[config.mk]
export PLATFORM = sky130hd
export DESIGN_NAME = throughput_weighted_link_selector_top
export DESIGN_NICKNAME = d
export VERILOG_FILES = /design/src/hdl/twls_pkg.sv /design/src/hdl/throughput_weighted_link_selector_top.sv /design/src/hdl/twls_ctrl.sv /design/src/hdl/twls_dp.sv
export SDC_FILE = /design/constraint.sdc
export NUM_CORES = 1
export LEC_CHECK = 0
export BUFFER_PORTS_ARGS = -buffer_cell sky130_fd_sc_hd__clkbuf_2
export CORE_ASPECT_RATIO = 0.75
export CORE_MARGIN = 2
export CORE_UTILIZATION = 65
export CTS_CLUSTER_DIAMETER = 120
export CTS_CLUSTER_SIZE = 25
export DETAILED_ROUTE_END_ITERATION = 10
export PLACE_DENSITY = 0.83
export SYNTH_ARGS = -nofsm -noshare
export SYNTH_HDL_FRONTEND = slang
export SYNTH_SLANG_ARGS = --single-unit
[constraint.sdc]
create_clock -name clk -period 23.5 [get_ports clk]
set_input_delay 3.525 -clock clk [delete_from_list [all_inputs] [get_ports clk]]
set_output_delay 3.525 -clock clk [all_outputs]
set_load 0.03 [all_outputs]
[src/hdl/twls_pkg.sv]
// Shared types and constants for the throughput-weighted link selector.
package twls_pkg;

    localparam int SPEED_W       = 16;
    localparam int HIST_W        = 32;
    localparam int LEN_W         = 16;
    localparam int MASK_W        = 4;
    localparam int ACT_W         = 2;
    localparam int CFG_IDX_W     = 4;
    localparam int IN_TDATA_W    = 24;
    localparam int OUT_TDATA_W   = 8;

    // Divider retires this many quotient bits per cycle.
    localparam int DIV_RADIX_BITS = 4;
    localparam int DIV_STEPS      = HIST_W / DIV_RADIX_BITS;
    localparam int DIV_CNT_W      = $clog2(DIV_STEPS);

    localparam logic [SPEED_W-1:0] SPEED_RESET = 16'd1024;
    localparam logic [HIST_W-1:0]  HIST_LIMIT  = 32'h7FFF_FFFF;

    // Configuration register indexes.
    localparam logic [CFG_IDX_W-1:0] REG_SPEED_LINK0 = 4'd0;
    localparam logic [CFG_IDX_W-1:0] REG_SPEED_LINK1 = 4'd1;
    localparam logic [CFG_IDX_W-1:0] REG_SPEED_LINK2 = 4'd2;
    localparam logic [CFG_IDX_W-1:0] REG_SPEED_LINK3 = 4'd3;

    typedef enum logic [3:0] {
        ST_IDLE,
        ST_DISPATCH,
        ST_SCAN,
        ST_DIV,
        ST_CMP,
        ST_APPLY,
        ST_CHECK,
        ST_HALVE,
        ST_FINISH
    } state_t;

    typedef struct packed {
        logic load;
        logic igmp_pick;
        logic next_link;
        logic pick_zero;
        logic div_start;
        logic div_step;
        logic compare;
        logic apply;
        logic halve;
        logic emit;
    } cmd_t;

    typedef struct packed {
        logic drop;
        logic igmp;
        logic link_elig;
        logic hist_zero;
        logic last_link;
        logic div_done;
        logic overflow;
        logic out_free;
    } status_t;

endpackage

[src/hdl/throughput_weighted_link_selector_top.sv]
// Top level of the throughput-weighted link selector.
// Sequence: dropped and IGMP frames go from dispatch straight to the result;
//   other frames scan the eligible links, dividing each nonzero history by the
//   link speed, then update the history, rescaling all histories on overflow.
// Throughput: one frame at a time; the next input transfer is taken in the idle
//   state after the result is registered. The 32/16 divider (4 bits a cycle) sets it.
// Reset: histories clear to zero, speeds return to 1024, no result pending.
module throughput_weighted_link_selector_top #(
    parameter int NUM_LINKS = 4
) (
    input  logic                                clk,
    input  logic                                rst_n,
    // input stream
    input  logic                                s_tvalid,
    output logic                                s_tready,
    // tdata: frame_len[15:0], group_ready[16], eligible_mask[20:17],
    //        has_active[21], active_link[23:22]
    input  logic [twls_pkg::IN_TDATA_W-1:0]     s_tdata,
    // tuser: is_igmp[0]
    input  logic                                s_tuser,
    // result stream
    output logic                                m_tvalid,
    input  logic                                m_tready,
    // tdata: sent[0], chosen_link[2:1], zero[7:3]
    output logic [twls_pkg::OUT_TDATA_W-1:0]    m_tdata,
    // configuration writes: index 0..3 selects speed_link0..speed_link3
    input  logic                                cfg_valid,
    output logic                                cfg_ready,
    input  logic [twls_pkg::CFG_IDX_W-1:0]      cfg_index,
    input  logic [twls_pkg::SPEED_W-1:0]        cfg_data
);
    import twls_pkg::*;

    cmd_t    cmd;
    status_t sts;

    // Speed registers are plain flops; a write never stalls.
    assign cfg_ready = 1'b1;

    twls_ctrl u_ctrl (
        .clk      (clk),
        .rst_n    (rst_n),
        .in_valid (s_tvalid),
        .in_ready (s_tready),
        .sts      (sts),
        .cmd      (cmd)
    );

    // The datapath latches each frame on transfer, walks the eligible links
    // through the shared divider, then updates history and the result register.
    twls_dp #(
        .NUM_LINKS (NUM_LINKS)
    ) u_dp (
        .clk       (clk),
        .rst_n     (rst_n),
        .in_data   (s_tdata),
        .in_igmp   (s_tuser),
        .cfg_we    (cfg_valid && cfg_ready),
        .cfg_index (cfg_index),
        .cfg_data  (cfg_data),
        .cmd       (cmd),
        .sts       (sts),
        .out_valid (m_tvalid),
        .out_ready (m_tready),
        .out_data  (m_tdata)
    );

    // A frame in progress blocks the input side.
    a_busy_after_accept: assert property (
        @(posedge clk) disable iff (!rst_n)
        (s_tvalid && s_tready) |=> !s_tready
    ) else $error("input accepted while a frame is in progress");

    // A dropped frame reports link zero.
    a_drop_link_zero: assert property (
        @(posedge clk) disable iff (!rst_n)
        (m_tvalid && !m_tdata[0]) |-> (m_tdata[2:1] == 2'd0)
    ) else $error("dropped frame with nonzero link");

    // A chosen link always exists in the group.
    a_link_in_range: assert property (
        @(posedge clk) disable iff (!rst_n)
        m_tvalid |-> ({1'b0, m_tdata[2:1]} < 3'(NUM_LINKS))
    ) else $error("chosen link outside the group");

    // Sequencer issues at most one major command per cycle.
    a_cmd_exclusive: assert property (
        @(posedge clk) disable iff (!rst_n)
        $onehot0({cmd.load, cmd.div_start, cmd.div_step, cmd.apply, cmd.halve, cmd.emit})
    ) else $error("conflicting datapath commands");

    // A result is only registered when the output slot is free.
    a_emit_free: assert property (
        @(posedge clk) disable iff (!rst_n)
        cmd.emit |-> (!m_tvalid || m_tready)
    ) else $error("result overwritten before transfer");

endmodule

[src/hdl/twls_ctrl.sv]
// Sequencer for the link selector: scans links, drives the divider and update.
module twls_ctrl (
    input  logic              clk,
    input  logic              rst_n,
    input  logic              in_valid,
    output logic              in_ready,
    input  twls_pkg::status_t sts,
    output twls_pkg::cmd_t    cmd
);
    import twls_pkg::*;

    state_t state_reg;
    state_t state_next;

    always_ff @(posedge clk or negedge rst_n)
    begin
        if (!rst_n)
        begin
            state_reg <= ST_IDLE;
        end
        else
        begin
            state_reg <= state_next;
        end
    end

    always_comb
    begin
        state_next = state_reg;
        case (state_reg)
            ST_IDLE:
            begin
                if (in_valid)
                begin
                    state_next = ST_DISPATCH;
                end
            end
            ST_DISPATCH:
            begin
                if (sts.drop || sts.igmp)
                begin
                    state_next = ST_FINISH;
                end
                else
                begin
                    state_next = ST_SCAN;
                end
            end
            ST_SCAN:
            begin
                if (!sts.link_elig)
                begin
                    state_next = sts.last_link ? ST_APPLY : ST_SCAN;
                end
                else if (sts.hist_zero)
                begin
                    state_next = ST_APPLY;
                end
                else
                begin
                    state_next = ST_DIV;
                end
            end
            ST_DIV:
            begin
                if (sts.div_done)
                begin
                    state_next = ST_CMP;
                end
            end
            ST_CMP:
            begin
                state_next = sts.last_link ? ST_APPLY : ST_SCAN;
            end
            ST_APPLY:
            begin
                state_next = ST_CHECK;
            end
            ST_CHECK:
            begin
                state_next = sts.overflow ? ST_HALVE : ST_FINISH;
            end
            ST_HALVE:
            begin
                state_next = ST_FINISH;
            end
            ST_FINISH:
            begin
                if (sts.out_free)
                begin
                    state_next = ST_IDLE;
                end
            end
            default:
            begin
                state_next = ST_IDLE;
            end
        endcase
    end

    always_comb
    begin
        cmd      = '0;
        in_ready = 1'b0;
        case (state_reg)
            ST_IDLE:
            begin
                in_ready = 1'b1;
                cmd.load = in_valid;
            end
            ST_DISPATCH:
            begin
                cmd.igmp_pick = !sts.drop && sts.igmp;
            end
            ST_SCAN:
            begin
                if (!sts.link_elig)
                begin
                    cmd.next_link = !sts.last_link;
                end
                else if (sts.hist_zero)
                begin
                    cmd.pick_zero = 1'b1;
                end
                else
                begin
                    cmd.div_start = 1'b1;
                end
            end
            ST_DIV:
            begin
                cmd.div_step = 1'b1;
            end
            ST_CMP:
            begin
                cmd.compare   = 1'b1;
                cmd.next_link = !sts.last_link;
            end
            ST_APPLY:
            begin
                cmd.apply = 1'b1;
            end
            ST_CHECK:
            begin
            end
            ST_HALVE:
            begin
                cmd.halve = 1'b1;
            end
            ST_FINISH:
            begin
                cmd.emit = sts.out_free;
            end
            default:
            begin
            end
        endcase
    end

endmodule

[src/hdl/twls_dp.sv]
// Datapath: link speeds, byte histories, shared divider and result register.
module twls_dp #(
    parameter int NUM_LINKS = 4
) (
    input  logic                                  clk,
    input  logic                                  rst_n,
    input  logic [twls_pkg::IN_TDATA_W-1:0]       in_data,
    input  logic                                  in_igmp,
    input  logic                                  cfg_we,
    input  logic [twls_pkg::CFG_IDX_W-1:0]        cfg_index,
    input  logic [twls_pkg::SPEED_W-1:0]          cfg_data,
    input  twls_pkg::cmd_t                        cmd,
    output twls_pkg::status_t                     sts,
    output logic                                  out_valid,
    input  logic                                  out_ready,
    output logic [twls_pkg::OUT_TDATA_W-1:0]      out_data
);
    import twls_pkg::*;

    localparam int LINK_W = (NUM_LINKS > 1) ? $clog2(NUM_LINKS) : 1;

    // configuration and history state
    logic [SPEED_W-1:0] speed_reg [4];
    logic [HIST_W-1:0]  hist_reg  [NUM_LINKS];

    // item fields
    logic [LEN_W-1:0]     len_reg;
    logic                 igmp_reg;
    logic                 ready_reg;
    logic [NUM_LINKS-1:0] mask_reg;
    logic                 has_act_reg;
    logic [ACT_W-1:0]     act_reg;

    // scan state
    logic [LINK_W-1:0]    k_reg;
    logic [LINK_W-1:0]    pick_reg;
    logic                 pick_valid_reg;
    logic [HIST_W-1:0]    best_reg;

    // divider
    logic [SPEED_W-1:0]   div_reg;
    logic [SPEED_W-1:0]   rem_reg;
    logic [HIST_W-1:0]    dvd_reg;
    logic [DIV_CNT_W-1:0] cnt_reg;
    logic [SPEED_W-1:0]   rem_next;
    logic [HIST_W-1:0]    dvd_next;

    // result register
    logic                 out_valid_reg;
    logic                 sent_reg;
    logic [ACT_W-1:0]     chosen_reg;

    logic                 igmp_found;
    logic [LINK_W-1:0]    igmp_idx;
    logic                 act_ok;
    logic [LINK_W-1:0]    low_idx;
    logic [LINK_W-1:0]    final_pick;
    logic [SPEED_W-1:0]   cur_speed;

    // four restoring steps per cycle
    always_comb
    begin
        logic [SPEED_W:0] t;
        rem_next = rem_reg;
        dvd_next = dvd_reg;
        t        = '0;
        for (int i = 0; i < DIV_RADIX_BITS; i++)
        begin
            t        = {rem_next, dvd_next[HIST_W-1]};
            dvd_next = {dvd_next[HIST_W-2:0], 1'b0};
            if (t >= {1'b0, div_reg})
            begin
                t           = t - {1'b0, div_reg};
                dvd_next[0] = 1'b1;
            end
            rem_next = t[SPEED_W-1:0];
        end
    end

    // first eligible link, cyclic from the active link
    always_comb
    begin
        logic [2:0] idx3;
        igmp_found = 1'b0;
        igmp_idx   = '0;
        idx3       = '0;
        for (int i = NUM_LINKS - 1; i >= 0; i--)
        begin
            idx3 = {1'b0, act_reg} + 3'(i);
            if (idx3 >= 3'(NUM_LINKS))
            begin
                idx3 = idx3 - 3'(NUM_LINKS);
            end
            if (mask_reg[idx3[LINK_W-1:0]])
            begin
                igmp_found = 1'b1;
                igmp_idx   = idx3[LINK_W-1:0];
            end
        end
    end

    // lowest eligible link, fallback when no quotient beat the limit
    always_comb
    begin
        low_idx = '0;
        for (int i = NUM_LINKS - 1; i >= 0; i--)
        begin
            if (mask_reg[i])
            begin
                low_idx = LINK_W'(i);
            end
        end
    end

    assign act_ok     = has_act_reg && ({1'b0, act_reg} < 3'(NUM_LINKS));
    assign final_pick = pick_valid_reg ? pick_reg : low_idx;
    assign cur_speed  = speed_reg[2'(k_reg)];

    always_comb
    begin
        sts.drop      = !ready_reg || (mask_reg == '0);
        sts.igmp      = igmp_reg;
        sts.link_elig = mask_reg[k_reg];
        sts.hist_zero = (hist_reg[k_reg] == '0);
        sts.last_link = (k_reg == LINK_W'(NUM_LINKS - 1));
        sts.div_done  = (cnt_reg == DIV_CNT_W'(DIV_STEPS - 1));
        sts.overflow  = (hist_reg[pick_reg] > HIST_LIMIT);
        sts.out_free  = !out_valid_reg || out_ready;
    end

    always_ff @(posedge clk or negedge rst_n)
    begin
        if (!rst_n)
        begin
            for (int i = 0; i < 4; i++)
            begin
                speed_reg[i] <= SPEED_RESET;
            end
        end
        else if (cfg_we)
        begin
            case (cfg_index)
                REG_SPEED_LINK0: speed_reg[0] <= cfg_data;
                REG_SPEED_LINK1: speed_reg[1] <= cfg_data;
                REG_SPEED_LINK2: speed_reg[2] <= cfg_data;
                REG_SPEED_LINK3: speed_reg[3] <= cfg_data;
                default:
                begin
                end
            endcase
        end
    end

    always_ff @(posedge clk or negedge rst_n)
    begin
        if (!rst_n)
        begin
            for (int i = 0; i < NUM_LINKS; i++)
            begin
                hist_reg[i] <= '0;
            end
        end
        else if (cmd.apply)
        begin
            hist_reg[final_pick] <= hist_reg[final_pick] + HIST_W'(len_reg);
        end
        else if (cmd.halve)
        begin
            for (int i = 0; i < NUM_LINKS; i++)
            begin
                hist_reg[i] <= {1'b0, hist_reg[i][HIST_W-1:1]};
            end
        end
    end

    always_ff @(posedge clk or negedge rst_n)
    begin
        if (!rst_n)
        begin
            out_valid_reg <= 1'b0;
        end
        else if (cmd.emit)
        begin
            out_valid_reg <= 1'b1;
        end
        else if (out_ready)
        begin
            out_valid_reg <= 1'b0;
        end
    end

    always_ff @(posedge clk)
    begin
        if (cmd.emit)
        begin
            sent_reg   <= pick_valid_reg;
            chosen_reg <= pick_valid_reg ? ACT_W'(pick_reg) : '0;
        end
    end

    // item capture and scan bookkeeping
    always_ff @(posedge clk)
    begin
        if (cmd.load)
        begin
            len_reg        <= in_data[15:0];
            ready_reg      <= in_data[16];
            mask_reg       <= in_data[17 +: NUM_LINKS];
            has_act_reg    <= in_data[21];
            act_reg        <= in_data[23:22];
            igmp_reg       <= in_igmp;
            k_reg          <= '0;
            pick_valid_reg <= 1'b0;
            pick_reg       <= '0;
            best_reg       <= HIST_LIMIT;
        end
        else
        begin
            if (cmd.next_link)
            begin
                k_reg <= k_reg + 1'b1;
            end
            if (cmd.igmp_pick)
            begin
                pick_valid_reg <= act_ok && igmp_found;
                pick_reg       <= igmp_idx;
            end
            if (cmd.pick_zero)
            begin
                pick_valid_reg <= 1'b1;
                pick_reg       <= k_reg;
            end
            if (cmd.compare && (dvd_reg < best_reg))
            begin
                best_reg       <= dvd_reg;
                pick_valid_reg <= 1'b1;
                pick_reg       <= k_reg;
            end
            if (cmd.apply)
            begin
                pick_valid_reg <= 1'b1;
                pick_reg       <= final_pick;
            end
        end
    end

    always_ff @(posedge clk)
    begin
        if (cmd.div_start)
        begin
            div_reg <= (cur_speed == '0) ? SPEED_W'(1) : cur_speed;
            rem_reg <= '0;
            dvd_reg <= hist_reg[k_reg];
            cnt_reg <= '0;
        end
        else if (cmd.div_step)
        begin
            rem_reg <= rem_next;
            dvd_reg <= dvd_next;
            cnt_reg <= cnt_reg + 1'b1;
        end
    end

    assign out_valid = out_valid_reg;
    assign out_data  = {{(OUT_TDATA_W - 1 - ACT_W){1'b0}}, chosen_reg, sent_reg};

endmodule

== Word-level counts from Yosys, hierarchy flattened ==
Index checks and enable logic that the tools add are counted.
Widths: inputs -> output; s select.
Word-level totals
  flip-flop bits (word level): 329
  input port bits: 50
  output and inout port bits: 11
  word-level logic and storage cells: 190
Operators by class
  add/sub/neg operators: 14
  order comparisons: 19
  eq/ne operators: 16
  muxes and demuxes: 87
  bitwise logic cells: 3
  reductions and logical operators: 25
Operators by type and width (number)
  $mux 32: 9
  $mux 128: 2
  $bmux 32 s2: 3
  $bwmux 128: 1
  $mux 16: 6
  $ge 17x16->1: 4
  $demux 32 s2: 1
  $sub 16x16->16: 4
  $mux 2: 19
  $pmux 4 s9: 1
  $add 32x16->32: 1
  $bmux 16 s2: 1
  $gt 32x31->1 const B: 1
  $logic_not 32->1: 1
  $lt 32x32->1: 1
  $mux 1: 30
  $mux 4: 6
  $ge 3x3->1 const B: 6
  $eq 4x2->1 const B: 4
  $eq 4x3->1 const B: 4
  $logic_not 16->1: 1
  $lt 2x3->1 const B: 5
  $logic_not 4->1: 3
  $bmux 1 s2: 5
  other kinds (23): 45

== Logic depth before layout (Yosys ltp) ==
  depth in word-level cells: 14
  mapped depth: 47
  depth with buffers taken out: 42

== Modules after synthesis ==
From an unflattened synthesis, not the netlist that was laid out.
Unflattened totals
  cell total of the unflattened synthesis: 2052
  area, all modules: 20557.2 um2
Modules (own cells, without submodules)
  twls_dp: times used 1, cells each 1987, area an instance 20089.3 um2, seq. area each 8237.9 um2
  twls_ctrl: times used 1, cells each 63, area an instance 456.7 um2, seq. area each 100.1 um2
  throughput_weighted_link_selector_top: times used 1, cells each 2, area an instance 11.3 um2, seq. area each 0.0 um2

== Least setup slack after synthesis ==
OpenSTA, ideal clock, no wires.
  kind: register to register
  start: register u_dp.div_reg[1]
  end: register u_dp.rem_reg[14]
  library setup time: 0.128 ns
  arrival: 9.293 ns
  data required time: 23.372 ns
  path slack: 14.080 ns
  cell stages (with the launch flop): 45
  buffers on the path: 5
  period minus slack after synthesis: 9.420 ns
  cell sequence: edfxtp_1 -> inv_1 -> ha_1 -> and4_1 -> a221o_1 -> a21oi_1 -> o31ai_1 -> or2_1 -> buf_6 -> o21ai_0 -> inv_1 -> ha_1 -> nor2b_1 -> o31a_1 -> o31a_1 -> o221ai_1 -> a21oi_1 -> and3b_1 -> [9 not listed] -> a211o_1 -> o211a_4 -> a21oi_4 -> buf_4 -> mux2i_1 -> ha_1 -> nor2b_1 -> o2111ai_1 -> a31oi_1 -> and4_1 -> a2111oi_0 -> inv_1 -> a41o_1 -> a221o_1 -> a31oi_4 -> buf_6 -> mux2i_1 -> o21ai_1
Between the ends
  cells in the longest elaborated chain, start to end: 8
  elaborated cells on any way between the ends: 12
  classes of those cells: add/sub: 4; order compare: 4; mux: 4
RTL lines
  start: declaration: line twls_dp.sv:41  | logic [SPEED_W-1:0] div_reg;
  start signal: assignment: line twls_dp.sv:251  | div_reg <= (cur_speed == '0) ? SPEED_W'(1) : cur_speed;
  $sub 16x16->16 / $ge 17x16->1 (equally long branches): line twls_dp.sv:73, twls_dp.sv:71
  $mux 16: line twls_dp.sv:71  | if (t >= {1'b0, div_reg})
  $sub 16x16->16 / $ge 17x16->1 (equally long branches): line twls_dp.sv:73, twls_dp.sv:71
  $mux 16: line twls_dp.sv:71
  $sub 16x16->16 / $ge 17x16->1 (equally long branches): line twls_dp.sv:73, twls_dp.sv:71
  $mux 16: line twls_dp.sv:71
  $sub 16x16->16 / $ge 17x16->1 (equally long branches): line twls_dp.sv:73, twls_dp.sv:71
  $mux 16 (*): line twls_dp.sv:71
  end signal: assignment: line twls_dp.sv:258  | rem_reg <= rem_next;
  end: declaration: line twls_dp.sv:42  | logic [SPEED_W-1:0] rem_reg;
Every way passes the cells marked *; elsewhere a longest branch is shown, timed or not.
A chain may end at the register's enable or synchronous reset.

== Worst setup path in the final report ==
  start: register u_dp.div_reg[1]
  end: register u_dp.rem_reg[7]
Same word-level chain as after synthesis.

==> run_results.csv <==
group,metric,value,unit
status,outcome,"completed",
clock_network,clk_latency,0.53,ns
timing,min_period,11.50,ns
clock_network,clk_pin_slew,0.11,ns
timing,slew_violations,0,
min_path,hold_path_class,"flop to flop",
timing,fmax,0.0869,GHz
die,die_h,157,um
placement,io_buffers,54,
timing,rsz0062_at_grt,"false",
setup_path,critPathKind,"flop to flop",
global_routing,grt_pass1_vias,16200,
finish,regArea,0.00834,sq mm
placement,pre_cts_ws,12.28,ns
synth,ys_warn_count,0,
finish,multiInputGateArea,0.0113,sq mm
drt,drtIter0Drc,2058,
global_routing,grt_usage,0.346,
synth,syn_area,0.0204,sq mm
timing,skew,0.0284,ns
synth,synth_async_sr_flop_share,0.599,
finish,largest_reg_flops,128,
global_routing,grt_max_degree,127,
drt,drc,0,
clock_network,numClockSinks,329,
finish,finalNetCount,2231,
finish,fin_util,0.688,
global_routing,grt_overflow_total,0,
setup_path,cp-end-kind,"flop",
synth,yosys.area.top_type,"dfrtp_1",
die,dieArea,0.0328,sq mm
placement,place_inst,2449,
clock_network,cts_buffers,17,
drt,num_vias,17000,
finish,finalNonFillerCells,2480,
synth,synth_cell_types,80,
synth,synth-edff-count,76,
setup_path,max_stage_delay,0.79,ns
clock_network,cts_max_path_buffers,3,
global_routing,grt_pass1_wl,89400,um
drt,totalWireLength,56800,um
die,ios,61,
drt,viasPerCell,6.84,
finish,fillers,2322,
placement,dp_hpwl,40000,um
die,num_rows,56,
finish,synthToLayoutAreaGrowth,4.92,%
synth,synthFlopType,"dfrtp_1",
timing,timing.setup.tns,0,ns
clock_network,cts_tree,"built",
setup_path,critical_path.startpoint_type,"flop",
global_routing,antenna_found_initial,1,
synth,synth_area_leaders,"dfrtp_1, edfxtp_1, ha_1",
timing,min_period_over_period,0.489,
synth,ys_seq_area_frac,0.409,
die,coreArea,0.0311,sq mm
timing,setup_ws,12.00,ns
job,max_cap_violations,0,
timing,max-slew-margin-rel,0.0848,
synth,syn_inst,2084,
setup_path,arrival,11.98,ns
clock_network,h-tree-depth,1,
synth,synth_seq_cells,329,
drt,wl_per_cell,22.9,um
clock_network,post_cts_buffers,0,
synth,yosysTopAreaCellShare,0.237,
setup_path,critPathRequiredTime,23.98,ns
placement,place_congestion,0.982,
die,fp.dieW,209,um
timing,setup_viol,0,
setup_path,crit_slowest_cell,"and3b_1",
setup_path,crit_fanout,22,
timing,hold_viol_final,0,
drt,first_pass_iters,5,
clock_network,clock-root-buffer,"clkbuf_16",
finish,layout-drive-gt1-share,0.129,
die,start_util,0.656,
synth,synth.avg_cell_area,9.79,sq um
clock_network,cts-resized-gates,0,
clock_network,cts_hold_buf,0,
drt,ant_nets,0,
timing,worst_pin_slew,1.36,ns
## Yosys cell counts, types with 28 or more instances
master    count
a21o_1       39
a21oi_1      77
a22oi_1     104
clkbuf_1     87
dfrtp_1     193
dfxtp_1      56
edfxtp_1     76
ha_1        114
inv_1        85
mux2_2       93
mux2i_1      35
mux4_2       50
nand2_1     286
nand3_1      34
nor2_1      119
o21ai_0     196
xnor2_1      47
xor2_1       28
## worst paths after layout
kind                                       from                  to  slack [ns]  depth (start not counted)
worst max-delay path            u_dp.div_reg[1]     u_dp.rem_reg[7]       12.00                         36
worst min-delay path            u_dp.cnt_reg[2]     u_dp.cnt_reg[2]        0.48                          2
worst max register to register  u_dp.div_reg[1]     u_dp.rem_reg[7]       12.00                         36
worst min register to register  u_dp.cnt_reg[2]     u_dp.cnt_reg[2]        0.48                          2
max in group asynchronous                 rst_n   u_dp.hist_reg[11]       18.80                          2
min in group asynchronous                 rst_n  u_dp.speed_reg[23]        3.14                          1
## cell type report
| type | count | share of cell area |
|---|---|---|
| antenna | 1 | 0.000117 |
| sequential | 329 | 0.390 |
| timing repair buffer | 72 | 0.0193 |
| clock inverter | 2 | 0.00181 |
| tap | 406 | 0.0237 |
| inverter | 85 | 0.0149 |
| multi-input combinational | 1557 | 0.529 |
| clock buffer | 28 | 0.0218 |
## stage by stage
step / hold WS (ns) / instance area (sq um)
3_3_place_gp: 0.446 / 20900
5_1_grt: 0.516 / 21400
2_1_floorplan: 0.438 / 20400
4_1_cts: 0.472 / 21400
6_report: 0.477 / 21400
3_5_place_dp: 0.458 / 20900
## critical path: cells and delay by family, from the launching register on
kind | cells | cell delay, ns
compound gates | 19 | 5.14
simple gates | 10 | 3.40
fa+ha+maj | 4 | 1.54
flops | 1 | 0.48
buf+inv | 2 | 0.43
mux | 1 | 0.43
## kinds of logic (layout without fill, tap and decap cells)
| logic type | Yosys count | count (layout) | share of synthesized area |
|---|---|---|---|
| buffers and inverters | 202 | 187 | 0.0407 |
| other | 2 | 7 | 0.000368 |
| XOR/XNOR | 75 | 75 | 0.0322 |
| AO/OA/AOI/OAI | 582 | 582 | 0.186 |
| AND/OR/NAND/NOR | 595 | 595 | 0.132 |
| multiplexers | 180 | 180 | 0.125 |
| adder cells (fa/ha/maj) | 119 | 119 | 0.0748 |
| flip-flops | 329 | 329 | 0.409 |
## routing by layer
layer | share of wire | GRT usage | up-vias
met5 | 0 | 0 | -
met4 | 0.023 | 0.0973 | 0
met3 | 0.10 | 0.0628 | 101
met2 | 0.44 | 0.528 | 972
met1 | 0.43 | 0.509 | 8283
li1 | - | - | 7610
## cells in the final DEF (no fill, tap or decap), types with 19 or more instances in the layout
cell type,instances
and2_1,27
a31oi_1,27
a21o_1,37
a221o_1,22
a21oi_1,76
mux2_2,93
nand3_1,34
dfxtp_1,54
mux2i_1,35
nand2_1,286
nand2b_1,19
a211oi_1,19
clkbuf_2,53
xnor2_1,47
mux4_2,50
nor2_1,115
o21ai_0,196
nor3_1,24
inv_1,85
edfxtp_1,76
dfrtp_1,193
a22oi_1,104
xor2_1,28
ha_1,114
Power is not shown: default switching activity piles up to over one toggle a cycle in this logic, so the estimate is an artifact.
